<file path="src/rtl/core/fbpa_pkg.sv">
// Package for the fixed block pool allocator.
// Holds pool sizing constants, status and action codes, the controller state
// type and the command and status structs shared by the controller and datapath.
package fbpa_pkg;

	localparam int MAX_BLOCKS = 256;
	localparam int IDX_W      = $clog2(MAX_BLOCKS);
	localparam int CNT_W      = IDX_W + 1;
	localparam int BYTES_W    = 13;
	localparam int REPORT_W   = 21;
	localparam int PROD_W     = CNT_W + BYTES_W;
	localparam int CFG_IDX_W  = 2;
	localparam int CFG_DATA_W = 13;

	// Marks "no block" in the free list head and the high-water mark.
	localparam logic [CNT_W-1:0] NO_BLOCK = CNT_W'(MAX_BLOCKS);

	localparam logic [CNT_W-1:0]   BLOCK_COUNT_RST = CNT_W'(256);
	localparam logic [BYTES_W-1:0] BLOCK_BYTES_RST = BYTES_W'(64);

	localparam logic [REPORT_W-1:0] REPORT_MAX = '1;

	// Request actions.
	localparam logic ACT_ALLOC = 1'b0;
	localparam logic ACT_FREE  = 1'b1;

	// Result status codes.
	localparam logic [1:0] STATUS_OK       = 2'd0;
	localparam logic [1:0] STATUS_FULL     = 2'd1;
	localparam logic [1:0] STATUS_BAD_FREE = 2'd2;

	// Configuration register indexes.
	localparam logic [CFG_IDX_W-1:0] REG_BLOCK_COUNT = CFG_IDX_W'(0);
	localparam logic [CFG_IDX_W-1:0] REG_BLOCK_BYTES = CFG_IDX_W'(1);

	typedef enum logic {
		FSM_IDLE,
		FSM_UPDATE
	} fsm_state_t;

	typedef struct packed {
		logic capture;
		logic update;
	} dp_cmd_t;

	typedef struct packed {
		logic slot_free;
	} dp_stat_t;

endpackage

</file>
<file path="src/rtl/core/fbpa_intf.sv">
// Handshake interfaces of the fixed block pool allocator: request, result and
// configuration write channels. Depends on fbpa_pkg.
interface fbpa_req_if;
	logic                     valid;
	logic                     ready;
	logic                     action;
	logic [fbpa_pkg::IDX_W-1:0] block_index;

	modport source (output valid, action, block_index, input ready);
	modport sink   (input valid, action, block_index, output ready);
endinterface

interface fbpa_rsp_if;
	logic                          valid;
	logic                          ready;
	logic [1:0]                    status;
	logic [fbpa_pkg::IDX_W-1:0]    granted_index;
	logic [fbpa_pkg::CNT_W-1:0]    blocks_in_use;
	logic [fbpa_pkg::REPORT_W-1:0] occupied_bytes;
	logic [fbpa_pkg::REPORT_W-1:0] remaining_bytes;

	modport source (output valid, status, granted_index, blocks_in_use, occupied_bytes,
		remaining_bytes, input ready);
	modport sink   (input valid, status, granted_index, blocks_in_use, occupied_bytes,
		remaining_bytes, output ready);
endinterface

interface fbpa_cfg_if;
	logic                            valid;
	logic                            ready;
	logic [fbpa_pkg::CFG_IDX_W-1:0]  index;
	logic [fbpa_pkg::CFG_DATA_W-1:0] data;

	modport source (output valid, index, data, input ready);
	modport sink   (input valid, index, data, output ready);
endinterface

</file>
<file path="src/rtl/core/fbpa_ctrl.sv">
// Controller state machine of the fixed block pool allocator.
// Depends on fbpa_pkg; drives the datapath through dp_cmd_t.
module fbpa_ctrl (
	input  logic               clk,
	input  logic               arst_n,
	input  logic               req_valid,
	output logic               req_ready,
	input  fbpa_pkg::dp_stat_t stat,
	output fbpa_pkg::dp_cmd_t  cmd
);
	import fbpa_pkg::*;

	fsm_state_t state_q;
	fsm_state_t state_d;

	always_ff @(posedge clk or negedge arst_n) begin
		if (!arst_n) begin
			state_q <= FSM_IDLE;
		end else begin
			state_q <= state_d;
		end
	end

	always_comb begin
		state_d = state_q;
		case (state_q)
			FSM_IDLE: begin
				if (req_valid && stat.slot_free) begin
					state_d = FSM_UPDATE;
				end
			end
			FSM_UPDATE: begin
				state_d = FSM_IDLE;
			end
			default: begin
				state_d = FSM_IDLE;
			end
		endcase
	end

	always_comb begin
		req_ready   = 1'b0;
		cmd.capture = 1'b0;
		cmd.update  = 1'b0;
		case (state_q)
			FSM_IDLE: begin
				req_ready   = stat.slot_free;
				cmd.capture = req_valid && stat.slot_free;
			end
			FSM_UPDATE: begin
				cmd.update = 1'b1;
			end
			default: begin
				req_ready = 1'b0;
			end
		endcase
	end

endmodule

</file>
<file path="src/rtl/core/fbpa_datapath.sv">
// Datapath of the fixed block pool allocator: link memory, allocated bits,
// list pointers, configuration registers, report stage and result register.
// Depends on fbpa_pkg; commanded by fbpa_ctrl.
module fbpa_datapath (
	input  logic                            clk,
	input  logic                            arst_n,
	input  fbpa_pkg::dp_cmd_t               cmd,
	output fbpa_pkg::dp_stat_t              stat,
	input  logic                            req_action,
	input  logic [fbpa_pkg::IDX_W-1:0]      req_block_index,
	input  logic                            cfg_valid,
	output logic                            cfg_ready,
	input  logic [fbpa_pkg::CFG_IDX_W-1:0]  cfg_index,
	input  logic [fbpa_pkg::CFG_DATA_W-1:0] cfg_data,
	output logic                            rsp_valid,
	input  logic                            rsp_ready,
	output logic [1:0]                      rsp_status,
	output logic [fbpa_pkg::IDX_W-1:0]      rsp_granted_index,
	output logic [fbpa_pkg::CNT_W-1:0]      rsp_blocks_in_use,
	output logic [fbpa_pkg::REPORT_W-1:0]   rsp_occupied_bytes,
	output logic [fbpa_pkg::REPORT_W-1:0]   rsp_remaining_bytes
);
	import fbpa_pkg::*;

	function automatic logic [REPORT_W-1:0] sat_report(input logic [PROD_W-1:0] prod);
		logic [REPORT_W-1:0] res;
		if (prod > PROD_W'(REPORT_MAX)) begin
			res = REPORT_MAX;
		end else begin
			res = prod[REPORT_W-1:0];
		end
		return res;
	endfunction

	// Configuration.
	logic [CNT_W-1:0]   count_q;
	logic [BYTES_W-1:0] block_bytes_q;
	logic               cfg_fire;
	logic               reinit;
	logic [CNT_W-1:0]   cfg_count_raw;
	logic [CNT_W-1:0]   cfg_count_eff;

	// Pool state.
	logic [CNT_W-1:0]      free_head_q;
	logic [CNT_W-1:0]      high_water_q;
	logic [CNT_W-1:0]      in_use_q;
	logic [CNT_W-1:0]      link_mem [MAX_BLOCKS];
	logic [CNT_W-1:0]      link_rd_q;
	logic                  flag_mem [MAX_BLOCKS];
	logic                  flag_rd_q;
	logic                  flag_we;
	logic                  flag_wr_val;
	logic [IDX_W-1:0]      flag_wr_addr;
	logic                  blk_owned;

	// Captured request.
	logic             req_action_q;
	logic [IDX_W-1:0] req_index_q;

	// Update logic.
	logic [CNT_W-1:0] head_d;
	logic [CNT_W-1:0] hw_d;
	logic [CNT_W-1:0] use_d;
	logic [CNT_W-1:0] head_inc;
	logic [CNT_W-1:0] free_blk;
	logic [1:0]       status_d;
	logic [IDX_W-1:0] granted_d;
	logic             set_flag;
	logic             clr_flag;
	logic             link_we;

	// Report stage and result register.
	logic             rep_valid_s1;
	logic [1:0]       rep_status_s1;
	logic [IDX_W-1:0] rep_granted_s1;
	logic [CNT_W-1:0] rep_in_use_s1;
	logic             out_free;
	logic             rep_move;
	logic [CNT_W-1:0] rep_free_cnt;
	logic [PROD_W-1:0] occ_prod;
	logic [PROD_W-1:0] rem_prod;

	assign cfg_ready     = 1'b1;
	assign cfg_fire      = cfg_valid && cfg_ready;
	assign reinit        = cfg_fire && (cfg_index == REG_BLOCK_COUNT);
	assign cfg_count_raw = cfg_data[CNT_W-1:0];

	always_comb begin
		if (cfg_count_raw == '0) begin
			cfg_count_eff = CNT_W'(1);
		end else if (cfg_count_raw > CNT_W'(MAX_BLOCKS)) begin
			cfg_count_eff = CNT_W'(MAX_BLOCKS);
		end else begin
			cfg_count_eff = cfg_count_raw;
		end
	end

	always_ff @(posedge clk or negedge arst_n) begin
		if (!arst_n) begin
			count_q       <= BLOCK_COUNT_RST;
			block_bytes_q <= BLOCK_BYTES_RST;
		end else if (cfg_fire) begin
			if (cfg_index == REG_BLOCK_COUNT) begin
				count_q <= cfg_count_eff;
			end else if (cfg_index == REG_BLOCK_BYTES) begin
				block_bytes_q <= cfg_data[BYTES_W-1:0];
			end
		end
	end

	always_ff @(posedge clk) begin
		if (cmd.capture) begin
			req_action_q <= req_action;
			req_index_q  <= req_block_index;
		end
	end

	// The link word of the current head is read while the request is taken.
	always_ff @(posedge clk) begin
		if (cmd.update && link_we) begin
			link_mem[req_index_q] <= free_head_q;
		end
		if (cmd.capture) begin
			link_rd_q <= link_mem[free_head_q[IDX_W-1:0]];
		end
	end

	// Allocated bits, read for the named block while the request is taken. Only
	// blocks below the high-water mark can have been handed out since the pool
	// was last emptied, so the stored bit of any other block is stale.
	assign flag_we      = set_flag || clr_flag;
	assign flag_wr_val  = set_flag;
	assign flag_wr_addr = set_flag ? free_head_q[IDX_W-1:0] : req_index_q;

	always_ff @(posedge clk) begin
		if (cmd.update && flag_we) begin
			flag_mem[flag_wr_addr] <= flag_wr_val;
		end
		if (cmd.capture) begin
			flag_rd_q <= flag_mem[req_block_index];
		end
	end

	assign head_inc  = free_head_q + CNT_W'(1);
	assign free_blk  = {1'b0, req_index_q};
	assign blk_owned = (free_blk < high_water_q) && flag_rd_q;

	always_comb begin
		head_d    = free_head_q;
		hw_d      = high_water_q;
		use_d     = in_use_q;
		status_d  = STATUS_OK;
		granted_d = '0;
		set_flag  = 1'b0;
		clr_flag  = 1'b0;
		link_we   = 1'b0;
		if (req_action_q == ACT_ALLOC) begin
			if (free_head_q >= count_q) begin
				status_d = STATUS_FULL;
			end else begin
				set_flag  = 1'b1;
				use_d     = in_use_q + CNT_W'(1);
				granted_d = free_head_q[IDX_W-1:0];
				if (free_head_q == high_water_q) begin
					// Head is the first never-used block: advance the mark.
					if (head_inc == count_q) begin
						head_d = NO_BLOCK;
						hw_d   = NO_BLOCK;
					end else begin
						head_d = head_inc;
						hw_d   = head_inc;
					end
				end else begin
					head_d = link_rd_q;
				end
			end
		end else begin
			if ((free_blk >= count_q) || !blk_owned) begin
				status_d = STATUS_BAD_FREE;
			end else begin
				link_we  = 1'b1;
				clr_flag = 1'b1;
				head_d   = free_blk;
				if (in_use_q != '0) begin
					use_d = in_use_q - CNT_W'(1);
				end
			end
		end
	end

	always_ff @(posedge clk or negedge arst_n) begin
		if (!arst_n) begin
			free_head_q  <= '0;
			high_water_q <= '0;
			in_use_q     <= '0;
		end else if (reinit) begin
			free_head_q  <= '0;
			high_water_q <= '0;
			in_use_q     <= '0;
		end else if (cmd.update) begin
			free_head_q  <= head_d;
			high_water_q <= hw_d;
			in_use_q     <= use_d;
		end
	end

	// Report stage: holds the outcome until the result register has room.
	assign out_free       = !rsp_valid || rsp_ready;
	assign rep_move       = rep_valid_s1 && out_free;
	assign stat.slot_free = !rep_valid_s1 || out_free;

	always_ff @(posedge clk or negedge arst_n) begin
		if (!arst_n) begin
			rep_valid_s1 <= 1'b0;
		end else if (cmd.update) begin
			rep_valid_s1 <= 1'b1;
		end else if (rep_move) begin
			rep_valid_s1 <= 1'b0;
		end
	end

	always_ff @(posedge clk) begin
		if (cmd.update) begin
			rep_status_s1  <= status_d;
			rep_granted_s1 <= granted_d;
			rep_in_use_s1  <= use_d;
		end
	end

	assign rep_free_cnt = (count_q >= rep_in_use_s1) ? (count_q - rep_in_use_s1) : '0;
	assign occ_prod     = PROD_W'(rep_in_use_s1) * PROD_W'(block_bytes_q);
	assign rem_prod     = PROD_W'(rep_free_cnt) * PROD_W'(block_bytes_q);

	always_ff @(posedge clk or negedge arst_n) begin
		if (!arst_n) begin
			rsp_valid <= 1'b0;
		end else if (rep_move) begin
			rsp_valid <= 1'b1;
		end else if (rsp_ready) begin
			rsp_valid <= 1'b0;
		end
	end

	always_ff @(posedge clk) begin
		if (rep_move) begin
			rsp_status          <= rep_status_s1;
			rsp_granted_index   <= rep_granted_s1;
			rsp_blocks_in_use   <= rep_in_use_s1;
			rsp_occupied_bytes  <= sat_report(occ_prod);
			rsp_remaining_bytes <= sat_report(rem_prod);
		end
	end

endmodule

</file>
<file path="src/rtl/core/fixed_block_pool_allocator.sv">
// Top level of the fixed block pool allocator.
// Depends on fbpa_pkg, the channel interfaces, fbpa_ctrl and fbpa_datapath.
//
// This block hands out and takes back equal-size blocks of a pool of up to
// 256 blocks. Each request transaction (action 0 allocate, action 1 free with
// block_index) produces exactly one result transaction carrying a status, the
// granted block index, the blocks in use and the occupied and remaining byte
// counts. The free list is built lazily: an allocate takes the list head, and
// when the head equals the high-water mark the next never-used block is taken
// instead, so no initialization pass is needed after reset or after a write
// of block_count, which empties the pool at once. A per-block allocated bit
// rejects a free of a block that is out of range or not allocated (status 2);
// an allocate on a full pool answers status 1. The allocated bits live in a
// small memory, and a bit counts only for blocks below the high-water mark, as
// no other block can have been handed out since the pool was emptied. When a
// request is taken, the successor link of the list head and the allocated bit
// of the named block are read from the synchronous memories; the update state
// then updates the list and the allocated bit and writes the link of a freed
// block. No new request is taken in the update state, nor while the report
// stage is full and cannot move on; one finished result may wait in the
// output register while the next request is being worked on, and the byte
// counts are formed in a report stage between the update and the output
// register. Configuration writes are always taken and must only be issued
// while no request is outstanding.
module fixed_block_pool_allocator (
	input  logic       clk,
	input  logic       arst_n,
	fbpa_req_if.sink   req,
	fbpa_rsp_if.source rsp,
	fbpa_cfg_if.sink   cfg
);
	import fbpa_pkg::*;

	dp_cmd_t  cmd;
	dp_stat_t stat;

	// The controller paces requests; it only sees whether a result slot is free.
	fbpa_ctrl u_ctrl (
		.clk       (clk),
		.arst_n    (arst_n),
		.req_valid (req.valid),
		.req_ready (req.ready),
		.stat      (stat),
		.cmd       (cmd)
	);

	// The datapath owns all pool state, configuration and the result register.
	fbpa_datapath u_datapath (
		.clk                 (clk),
		.arst_n              (arst_n),
		.cmd                 (cmd),
		.stat                (stat),
		.req_action          (req.action),
		.req_block_index     (req.block_index),
		.cfg_valid           (cfg.valid),
		.cfg_ready           (cfg.ready),
		.cfg_index           (cfg.index),
		.cfg_data            (cfg.data),
		.rsp_valid           (rsp.valid),
		.rsp_ready           (rsp.ready),
		.rsp_status          (rsp.status),
		.rsp_granted_index   (rsp.granted_index),
		.rsp_blocks_in_use   (rsp.blocks_in_use),
		.rsp_occupied_bytes  (rsp.occupied_bytes),
		.rsp_remaining_bytes (rsp.remaining_bytes)
	);

endmodule

</file>
<file path="src/flat_wrapper.sv">
// flat-port wrapper written by rule: the top's interface ports become plain ports
module fixed_block_pool_allocator_flat import fbpa_pkg::*;
  (clk, arst_n, req_valid, req_action, req_block_index, req_ready, rsp_valid, rsp_status, rsp_granted_index, rsp_blocks_in_use, rsp_occupied_bytes, rsp_remaining_bytes, rsp_ready, cfg_valid, cfg_index, cfg_data, cfg_ready);
  fbpa_req_if req_i ();
  fbpa_rsp_if rsp_i ();
  fbpa_cfg_if cfg_i ();
  input  logic clk;
  input  logic arst_n;
  input wire logic [$bits(req_i.valid)-1:0] req_valid;
  input wire logic [$bits(req_i.action)-1:0] req_action;
  input wire logic [$bits(req_i.block_index)-1:0] req_block_index;
  output wire logic [$bits(req_i.ready)-1:0] req_ready;
  output wire logic [$bits(rsp_i.valid)-1:0] rsp_valid;
  output wire logic [$bits(rsp_i.status)-1:0] rsp_status;
  output wire logic [$bits(rsp_i.granted_index)-1:0] rsp_granted_index;
  output wire logic [$bits(rsp_i.blocks_in_use)-1:0] rsp_blocks_in_use;
  output wire logic [$bits(rsp_i.occupied_bytes)-1:0] rsp_occupied_bytes;
  output wire logic [$bits(rsp_i.remaining_bytes)-1:0] rsp_remaining_bytes;
  input wire logic [$bits(rsp_i.ready)-1:0] rsp_ready;
  input wire logic [$bits(cfg_i.valid)-1:0] cfg_valid;
  input wire logic [$bits(cfg_i.index)-1:0] cfg_index;
  input wire logic [$bits(cfg_i.data)-1:0] cfg_data;
  output wire logic [$bits(cfg_i.ready)-1:0] cfg_ready;
  assign req_i.valid = req_valid;
  assign req_i.action = req_action;
  assign req_i.block_index = req_block_index;
  assign req_ready = req_i.ready;
  assign rsp_valid = rsp_i.valid;
  assign rsp_status = rsp_i.status;
  assign rsp_granted_index = rsp_i.granted_index;
  assign rsp_blocks_in_use = rsp_i.blocks_in_use;
  assign rsp_occupied_bytes = rsp_i.occupied_bytes;
  assign rsp_remaining_bytes = rsp_i.remaining_bytes;
  assign rsp_i.ready = rsp_ready;
  assign cfg_i.valid = cfg_valid;
  assign cfg_i.index = cfg_index;
  assign cfg_i.data = cfg_data;
  assign cfg_ready = cfg_i.ready;
  fixed_block_pool_allocator u_core (.clk(clk), .arst_n(arst_n), .req(req_i), .rsp(rsp_i), .cfg(cfg_i));
endmodule
</file>
<file path="config.mk">
export PLATFORM = sky130hd
export DESIGN_NAME = fixed_block_pool_allocator_flat
export DESIGN_NICKNAME = d
export VERILOG_FILES = /design/src/rtl/core/fbpa_pkg.sv /design/src/rtl/core/fbpa_intf.sv /design/src/rtl/core/fbpa_ctrl.sv /design/src/rtl/core/fbpa_datapath.sv /design/src/rtl/core/fixed_block_pool_allocator.sv /design/src/flat_wrapper.sv
export SDC_FILE = /design/constraint.sdc
export NUM_CORES = 2
export LEC_CHECK = 0
export BUFFER_PORTS_ARGS = -buffer_cell sky130_fd_sc_hd__buf_4
export CAP_MARGIN = 20
export CELL_PAD_IN_SITES_DETAIL_PLACEMENT = 0
export CELL_PAD_IN_SITES_GLOBAL_PLACEMENT = 1
export CORE_UTILIZATION = 50
export DETAILED_ROUTE_END_ITERATION = 8
export PLACE_DENSITY_LB_ADDON = 0.1
export SETUP_SLACK_MARGIN = 0.4
export SYNTH_ARGS = -nofsm -noshare
export SYNTH_HDL_FRONTEND = slang
export SYNTH_HIERARCHICAL = 1
export SYNTH_SLANG_ARGS = --single-unit
</file>
<file path="constraint.sdc">
create_clock -name clk -period 7.8 [get_ports clk]
set_input_delay 0.39 -clock clk [delete_from_list [all_inputs] [get_ports clk]]
set_output_delay 0.39 -clock clk [all_outputs]
set_load 0.05 [all_outputs]
</file>
Word level (Yosys, flattened, before mapping)
Memory sizes are Yosys's and may differ from the RTL's. A register that Yosys moved wholly into a read port is not among the register bits.
Index checks and enable logic that the tools add are counted.
- flip-flop bits (word level): 141
- latch bits: 0
- memory bits (writable): 2560
- bits in read-only memories: 0
- input port bits: 29
- output and inout port bits: 64
- word-level logic and storage cells: 109
- memories kept: 2
- memory list (name ; depth ; bits a word ; read ports ; clocked after Yosys merged registers in ; write ports ; line ; RTL):
    u_core.u_datapath.link_mem ; 256 ; 9 ; 1 ; 1 ; 1 ; fbpa_datapath.sv:47 ; logic [CNT_W-1:0] link_mem [MAX_BLOCKS];
    u_core.u_datapath.flag_mem ; 256 ; 1 ; 1 ; 1 ; 1 ; fbpa_datapath.sv:49 ; logic flag_mem [MAX_BLOCKS];
- add/sub/neg operators: 4
- multipliers: 2
- divide/modulo/power cells: 0
- magnitude comparators: 7
- equality and inequality tests: 7
- shift operators: 0
- multiplexer cells: 42
- bitwise operators: 2
- reduce and logical (&&, ||, !) cells: 25
- operators by type and width (cell ; count):
    9-bit 2-to-1 mux ; 21
    22-bit by 21-bit greater-than comparator with 1-bit output (second input constant) ; 2
    9-bit by 13-bit multiplier with 22-bit output ; 2
    9-bit by 1-bit adder with 9-bit output (second input constant) ; 2
    9-bit == test ; 2
    9-bit >= comparator ; 2
    1-bit 2-to-1 mux ; 17
    8-bit by 9-bit >= comparator with 1-bit output ; 1
    9-bit greater-than comparator (second input constant) ; 1
    9-bit logical NOT ; 1
    8-bit by 9-bit < comparator with 1-bit output ; 1
    9-bit nonzero test ; 1
    9-bit by 1-bit subtractor with 9-bit output (second input constant) ; 1
    9-bit subtractor ; 1
    8-bit 2-to-1 mux ; 1
    2-bit nonzero test ; 4
    1-bit logical AND ; 6
    3-bit != test (second input constant) ; 2
    3-bit AND reduction ; 2
    1-bit logical OR ; 4
    2-bit 2-to-1 mux ; 2
    2-bit != test (second input constant) ; 2
    4-bit AND reduction ; 1
    1-bit logical NOT ; 3
    other kinds (6) ; 7

Depth between registers and ports, before layout
- word-level depth: 10
- gate-level depth with buffers: 29
- gate-level depth less buffers: 27

Modules after synthesis
The synthesis kept the hierarchy.
- modules (own cells, without submodules) (module ; instances ; cells an instance ; area each (sq um) ; seq. area each (sq um)):
    fbpa_datapath ; 1 ; 6215 ; 115046.6 ; 81125.3
    fbpa_ctrl ; 1 ; 5 ; 55.1 ; 25.0

Least setup slack after synthesis
OpenSTA, ideal clock, no wires.
- kind: register to register
- start: reg u_core.u_datapath.free_head_q[0]
- end: reg u_core.u_datapath.rep_in_use_s1[7], data pin
- setup time: 0.259 ns
- arrival time: 7.491 ns
- required time: 7.541 ns
- setup slack: 0.050 ns
- cell stages (with the launch flop): 17
- buffers on the path: 6
- clock period less this slack: 7.750 ns
- cell sequence: dfrtp_1 buf_2 buf_4 buf_2 buf_2 inv_1 ha_1 nor2b_1 o21ai_0 a221oi_2 nand2_1 inv_1 buf_2 buf_4 a31oi_1 or2_2 xnor2_1
- longest elaborated chain between the ends: 3
- RTL lines (item ; line ; RTL):
    start: declaration ; fbpa_datapath.sv:44 ; logic [CNT_W-1:0] free_head_q;
    start signal: assignment ; fbpa_datapath.sv:193 ; free_head_q <= '0;
    start signal: assignment ; fbpa_datapath.sv:197 ; free_head_q <= '0;
    start signal: assignment ; fbpa_datapath.sv:201 ; free_head_q <= head_d;
    9-bit >= comparator ; fbpa_datapath.sv:158 ; if (free_head_q >= count_q) begin
    9-bit 2-to-1 mux ; fbpa_datapath.sv:158 ;
    9-bit 2-to-1 mux ; fbpa_datapath.sv:157 ; if (req_action_q == ACT_ALLOC) begin
    via u_core.u_datapath.use_d[7] ; fbpa_datapath.sv:63 ; logic [CNT_W-1:0] use_d;
    end signal: assignment ; fbpa_datapath.sv:226 ; rep_in_use_s1 <= use_d;
    end: declaration ; fbpa_datapath.sv:76 ; logic [CNT_W-1:0] rep_in_use_s1;
The timed path passes the listed nets, and every way through them passes these cells.
A chain may end at the register's enable or synchronous reset.

Worst setup path after layout
- start: reg u_core.u_datapath.count_q[0]
- end: reg u_core/u_datapath/rsp_remaining_bytes[0] in the netlist's numbering, data pin
- longest elaborated chain between the ends: 4
- elaborated cells on any way between the ends: 5
- those cells by class: add/sub (1); mul (1); order compare (2); mux (1)
- RTL lines (item ; line ; RTL):
    start: declaration ; fbpa_datapath.sv:36 ; logic [CNT_W-1:0] count_q;
    start signal: assignment ; fbpa_datapath.sv:104 ; count_q <= cfg_count_eff;
    9-bit subtractor or 9-bit >= comparator (tied branches) ; fbpa_datapath.sv:230 ; assign rep_free_cnt = (count_q >= rep_in_use_s1) ? (count_q - rep_in_use_s1) : '0;
    9-bit 2-to-1 mux * ; fbpa_datapath.sv:230 ;
    9-bit by 13-bit multiplier with 22-bit output * ; fbpa_datapath.sv:232 ; assign rem_prod = PROD_W'(rep_free_cnt) * PROD_W'(block_bytes_q);
    22-bit by 21-bit greater-than comparator with 1-bit output ; fbpa_datapath.sv:27 ; if (prod > PROD_W'(REPORT_MAX)) begin
    end signal: assignment ; fbpa_datapath.sv:250 ; rsp_remaining_bytes <= sat_report(rem_prod);
    end: declaration ; fbpa_datapath.sv:21 ; output logic [fbpa_pkg::REPORT_W-1:0] rsp_remaining_bytes
Every way passes the cells marked *; elsewhere a longest branch is shown, timed or not.

==> results.yml <==
worst_setup_path:
  worstPathMaxFanout: 13
  reg2reg_depth: 27
  startpoint: "u_core/u_datapath/count_q[0]"
  cp_top_family: "adder cells"
  worstSetupStartpointType: "flip-flop"
  path_buf_inv: 6
  end_kind: "flip-flop"
  r2r_start: "u_core/u_datapath/count_q[0]"
  cp.arrival_ps: 7450
  crit_slowest_cell: "fa_1"
  rrSetupSlack_ps: 990
  cp.required_ps: 8430
  r2r-end: "u_core/u_datapath/rsp_remaining_bytes[0]"
  crit_path_frequent_cell: "fa_1"
  worstSetupPathType: "reg -> reg"
  max_stage_delay_ps: 560
grt:
  met2_usage: 0.390
  grt_usage: 0.244
  met3_usage: 0.0350
  grt.busiest_layer: "met2"
  grt_pass1_wl_um: 411000
  met1_usage: 0.354
  grt_max_degree: 221
  grt-ovfl-total: 0
  grt_pass1_vias: 58700
  antenna_found_initial: 8
floorplan:
  initial_utilization: 0.504
  ios: 93
  die_w_um: 482
  dieArea_um2: 232000
  rows: 175
  die_h_um: 482
  core_um2: 228000
yosys:
  yosysSeqAreaShare: 0.705
  synth_common_cells: "2659 x edfxtp_1, 702 x mux4_2, 595 x nor2_1, 305 x nand2_1, 246 x inv_1"
  ys_ff_latch: 2711
  ys_warn_count: 6
  yosysUniqueCellTypes: 86
  ys.flop_type: "edfxtp_1"
  synth_top_area_cell: "edfxtp_1"
  synth_edf_count: 2659
  yosysMostFrequentCell: "edfxtp_1"
  netlist_area_um2: 115000
  synth_cells: 6220
  syn_area_per_cell_um2: 18.5
  yosysTopAreaCellShare: 0.694
  synth_area_leaders: "edfxtp_1 69%, mux4_2 14%, fa_1 2.7%"
  synth_nets: 6526
  synthArstFlopShare: 0.0192
route:
  postRouteWirelength_um: 281000
  drcViolationCount: 0
  drt-initial-drc-count: 5624
  viasPerCell: 6.08
  ant_nets: 0
  vias: 58400
  wire_per_inst_um: 29.2
  first_pass_iters: 6
timing:
  min_period_ps: 6810
  slew_violations: 0
  max_freq_mhz: 147
  slew_headroom: 0.237
  fin_crit_sh: 0.874
  hold_viol: 0
  rsz0062_at_grt: "no"
  tightest_slew_ps: 1140
  setup_total_negative_slack_ps: 0
  setup-violations-final: 0
  finalClockSkew_ps: 76.2
clock_network:
  cts_made_buffers: 299
  cts_tree: "yes"
  clockRootBuffer: "clkbuf_16"
  cts.path.max_buffers: 4
  clk_pin_slew_ps: 60
  ctsHtreeMaxLevel: 5
  clk_latency_ps: 940
  clock-sinks: 2711
power:
  ir_drop_mv: 0.379
  powerDensity_nw_per_um2: 364
  power.leakage_nw: 42.2
min_path:
  min_to: "u_core/u_datapath/req_index_q[0]"
  hold_path_class: "in -> reg"
  whs_path_depth: 1
  min_from: "req_block_index[0]"
job:
  maxCapViolations: 0
layout:
  area_delta_synth_final_pct: 11.9
  fin_util: 0.565
  drive_gt1_frac: 0.210
  num-nets-final: 6703
  finalNonFillerCells: 9621
placed_design:
  place.gp.congestion: 0.794
  io_buffer_count: 91
  dpl.cell_count: 9077
  hpwl_um: 167000
run_status:
  status: "finished, final reports clean"
## power breakdown
group / leakage [nW] / internal [mW] / switching, mW
combinational: 12.7 / 5.49 / 9.11
clock: 4.51 / 7.97 / 5.54
sequential: 25.0 / 18.2 / 0.583
total: 42.2 / 31.6 / 15.2
## placed cells by master (no fill, tap or decap), types with 24 or more instances in the layout
cell	instances
buf_4	194
edfxtp_1	2659
bufinv_16	24
a22oi_1	30
nand2_1	301
nand2b_1	25
mux4_2	702
nor2_1	587
clkinv_1	49
clkinv_2	43
a21oi_1	62
fa_1	157
clkbuf_16	306
clkbuf_1	73
dfrtp_1	41
nor3_1	62
a211oi_1	34
o21ai_0	68
ha_1	120
inv_1	245
o22ai_1	62
mux2i_1	140
and2_1	121
nand3_1	39
a21o_1	24
xor2_1	28
a22o_1	25
## metal layers
metal  part of all wire  vias to the layer above  wire (um)
li1                   -                    24900          -
met1               0.43                    31200     120000
met2               0.49                     1950     136000
met3              0.062                      436      17400
met4              0.024                        2       6810
met5           0.000025                        -          7
## how the worst max path moves through the flow
| stage | to | slack [ps] | depth (start not counted) |
|---|---|---|---|
| 2_1_floorplan | u_core/u_datapath/rep_in_use_s1[7] | 860 | 11 |
| 3_3_place_gp | u_core/u_datapath/rsp_remaining_bytes[10] | 440 | 24 |
| 3_5_place_dp | u_core/u_datapath/rsp_remaining_bytes[6] | 300 | 24 |
| 4_1_cts | u_core/u_datapath/rsp_remaining_bytes[6] | 540 | 27 |
| 5_1_grt | u_core/u_datapath/rsp_remaining_bytes[0] | 530 | 25 |
| 6_report | u_core/u_datapath/rsp_remaining_bytes[0] | 990 | 27 |
## stage by stage
stage / worst slack, ps / hold slack, ps / cell area, um^2 / power (mW)
after floorplan: 864 / 94.4 / 115000 / 29.0
after global placement: 443 / 408 / 119000 / 33.7
after detailed placement: 304 / 407 / 119000 / 33.9
after CTS: 543 / 24.9 / 129000 / 47.4
after global routing: 526 / 62.0 / 129000 / 49.1
final: 985 / 91.8 / 129000 / 46.9
## worst register-to-register path, delay by kind of cell, from the launching register on
family	cells	cell delay (ps)
fa+ha+maj	7	2870
compound gates	8	1690
buf+inv	6	610
simple gates	4	610
flops	1	410
xor+xnor	2	380
## layout make-up
cell class | count | area [um^2]
diodes | 1 | 2.50
well taps | 3009 | 3760
multi-input cells | 2899 | 31600
inverters | 247 | 940
clock buffers | 379 | 7930
clock inverters | 136 | 1330
fillers | 17400 | 99400
repair buffers | 239 | 2100
flip-flops and latches | 2711 | 81200
## logic make-up (layout without fill, tap and decap cells)
family	Yosys count	after routing	synth area share
mux	868	868	0.154
simple gates	1273	1273	0.0490
xor+xnor	52	52	0.00408
flops	2711	2711	0.705
compound gates	428	428	0.0255
buf+inv	610	1001	0.0225
other cells	1	2	0.0000326
fa+ha+maj	277	277	0.0404
## what timing repair did
action | 4_1_cts | 5_1_grt
endpoints found under the setup margin | 12 | 20
pin swaps | 0 | 1
resized for setup | 1 | 1
endpoints found under the hold margin | 82 | 0
setup buffers | 0 | 2
hold buffers | 23 | 0
## registers in the layout, indices dropped and copies added (netlist names), 9 cells and up
| name | count |
|---|---|
| u_core/u_datapath/count_q | 9 |
| u_core/u_datapath/high_water_q | 9 |
| u_core/u_datapath/in_use_q | 9 |
| u_core/u_datapath/block_bytes_q | 13 |
| u_core/u_datapath/flag_mem | 256 |
| u_core/u_datapath/link_rd_q | 9 |
| u_core/u_datapath/link_mem | 2304 |
| u_core/u_datapath/free_head_q | 9 |
| u_core/u_datapath/rep_in_use_s1 | 9 |
| u_core/u_datapath/rsp_blocks_in_use | 9 |
| u_core/u_datapath/rsp_occupied_bytes | 21 |
| u_core/u_datapath/rsp_remaining_bytes | 21 |
No activity file was read; power rests on OpenSTA's default activity.
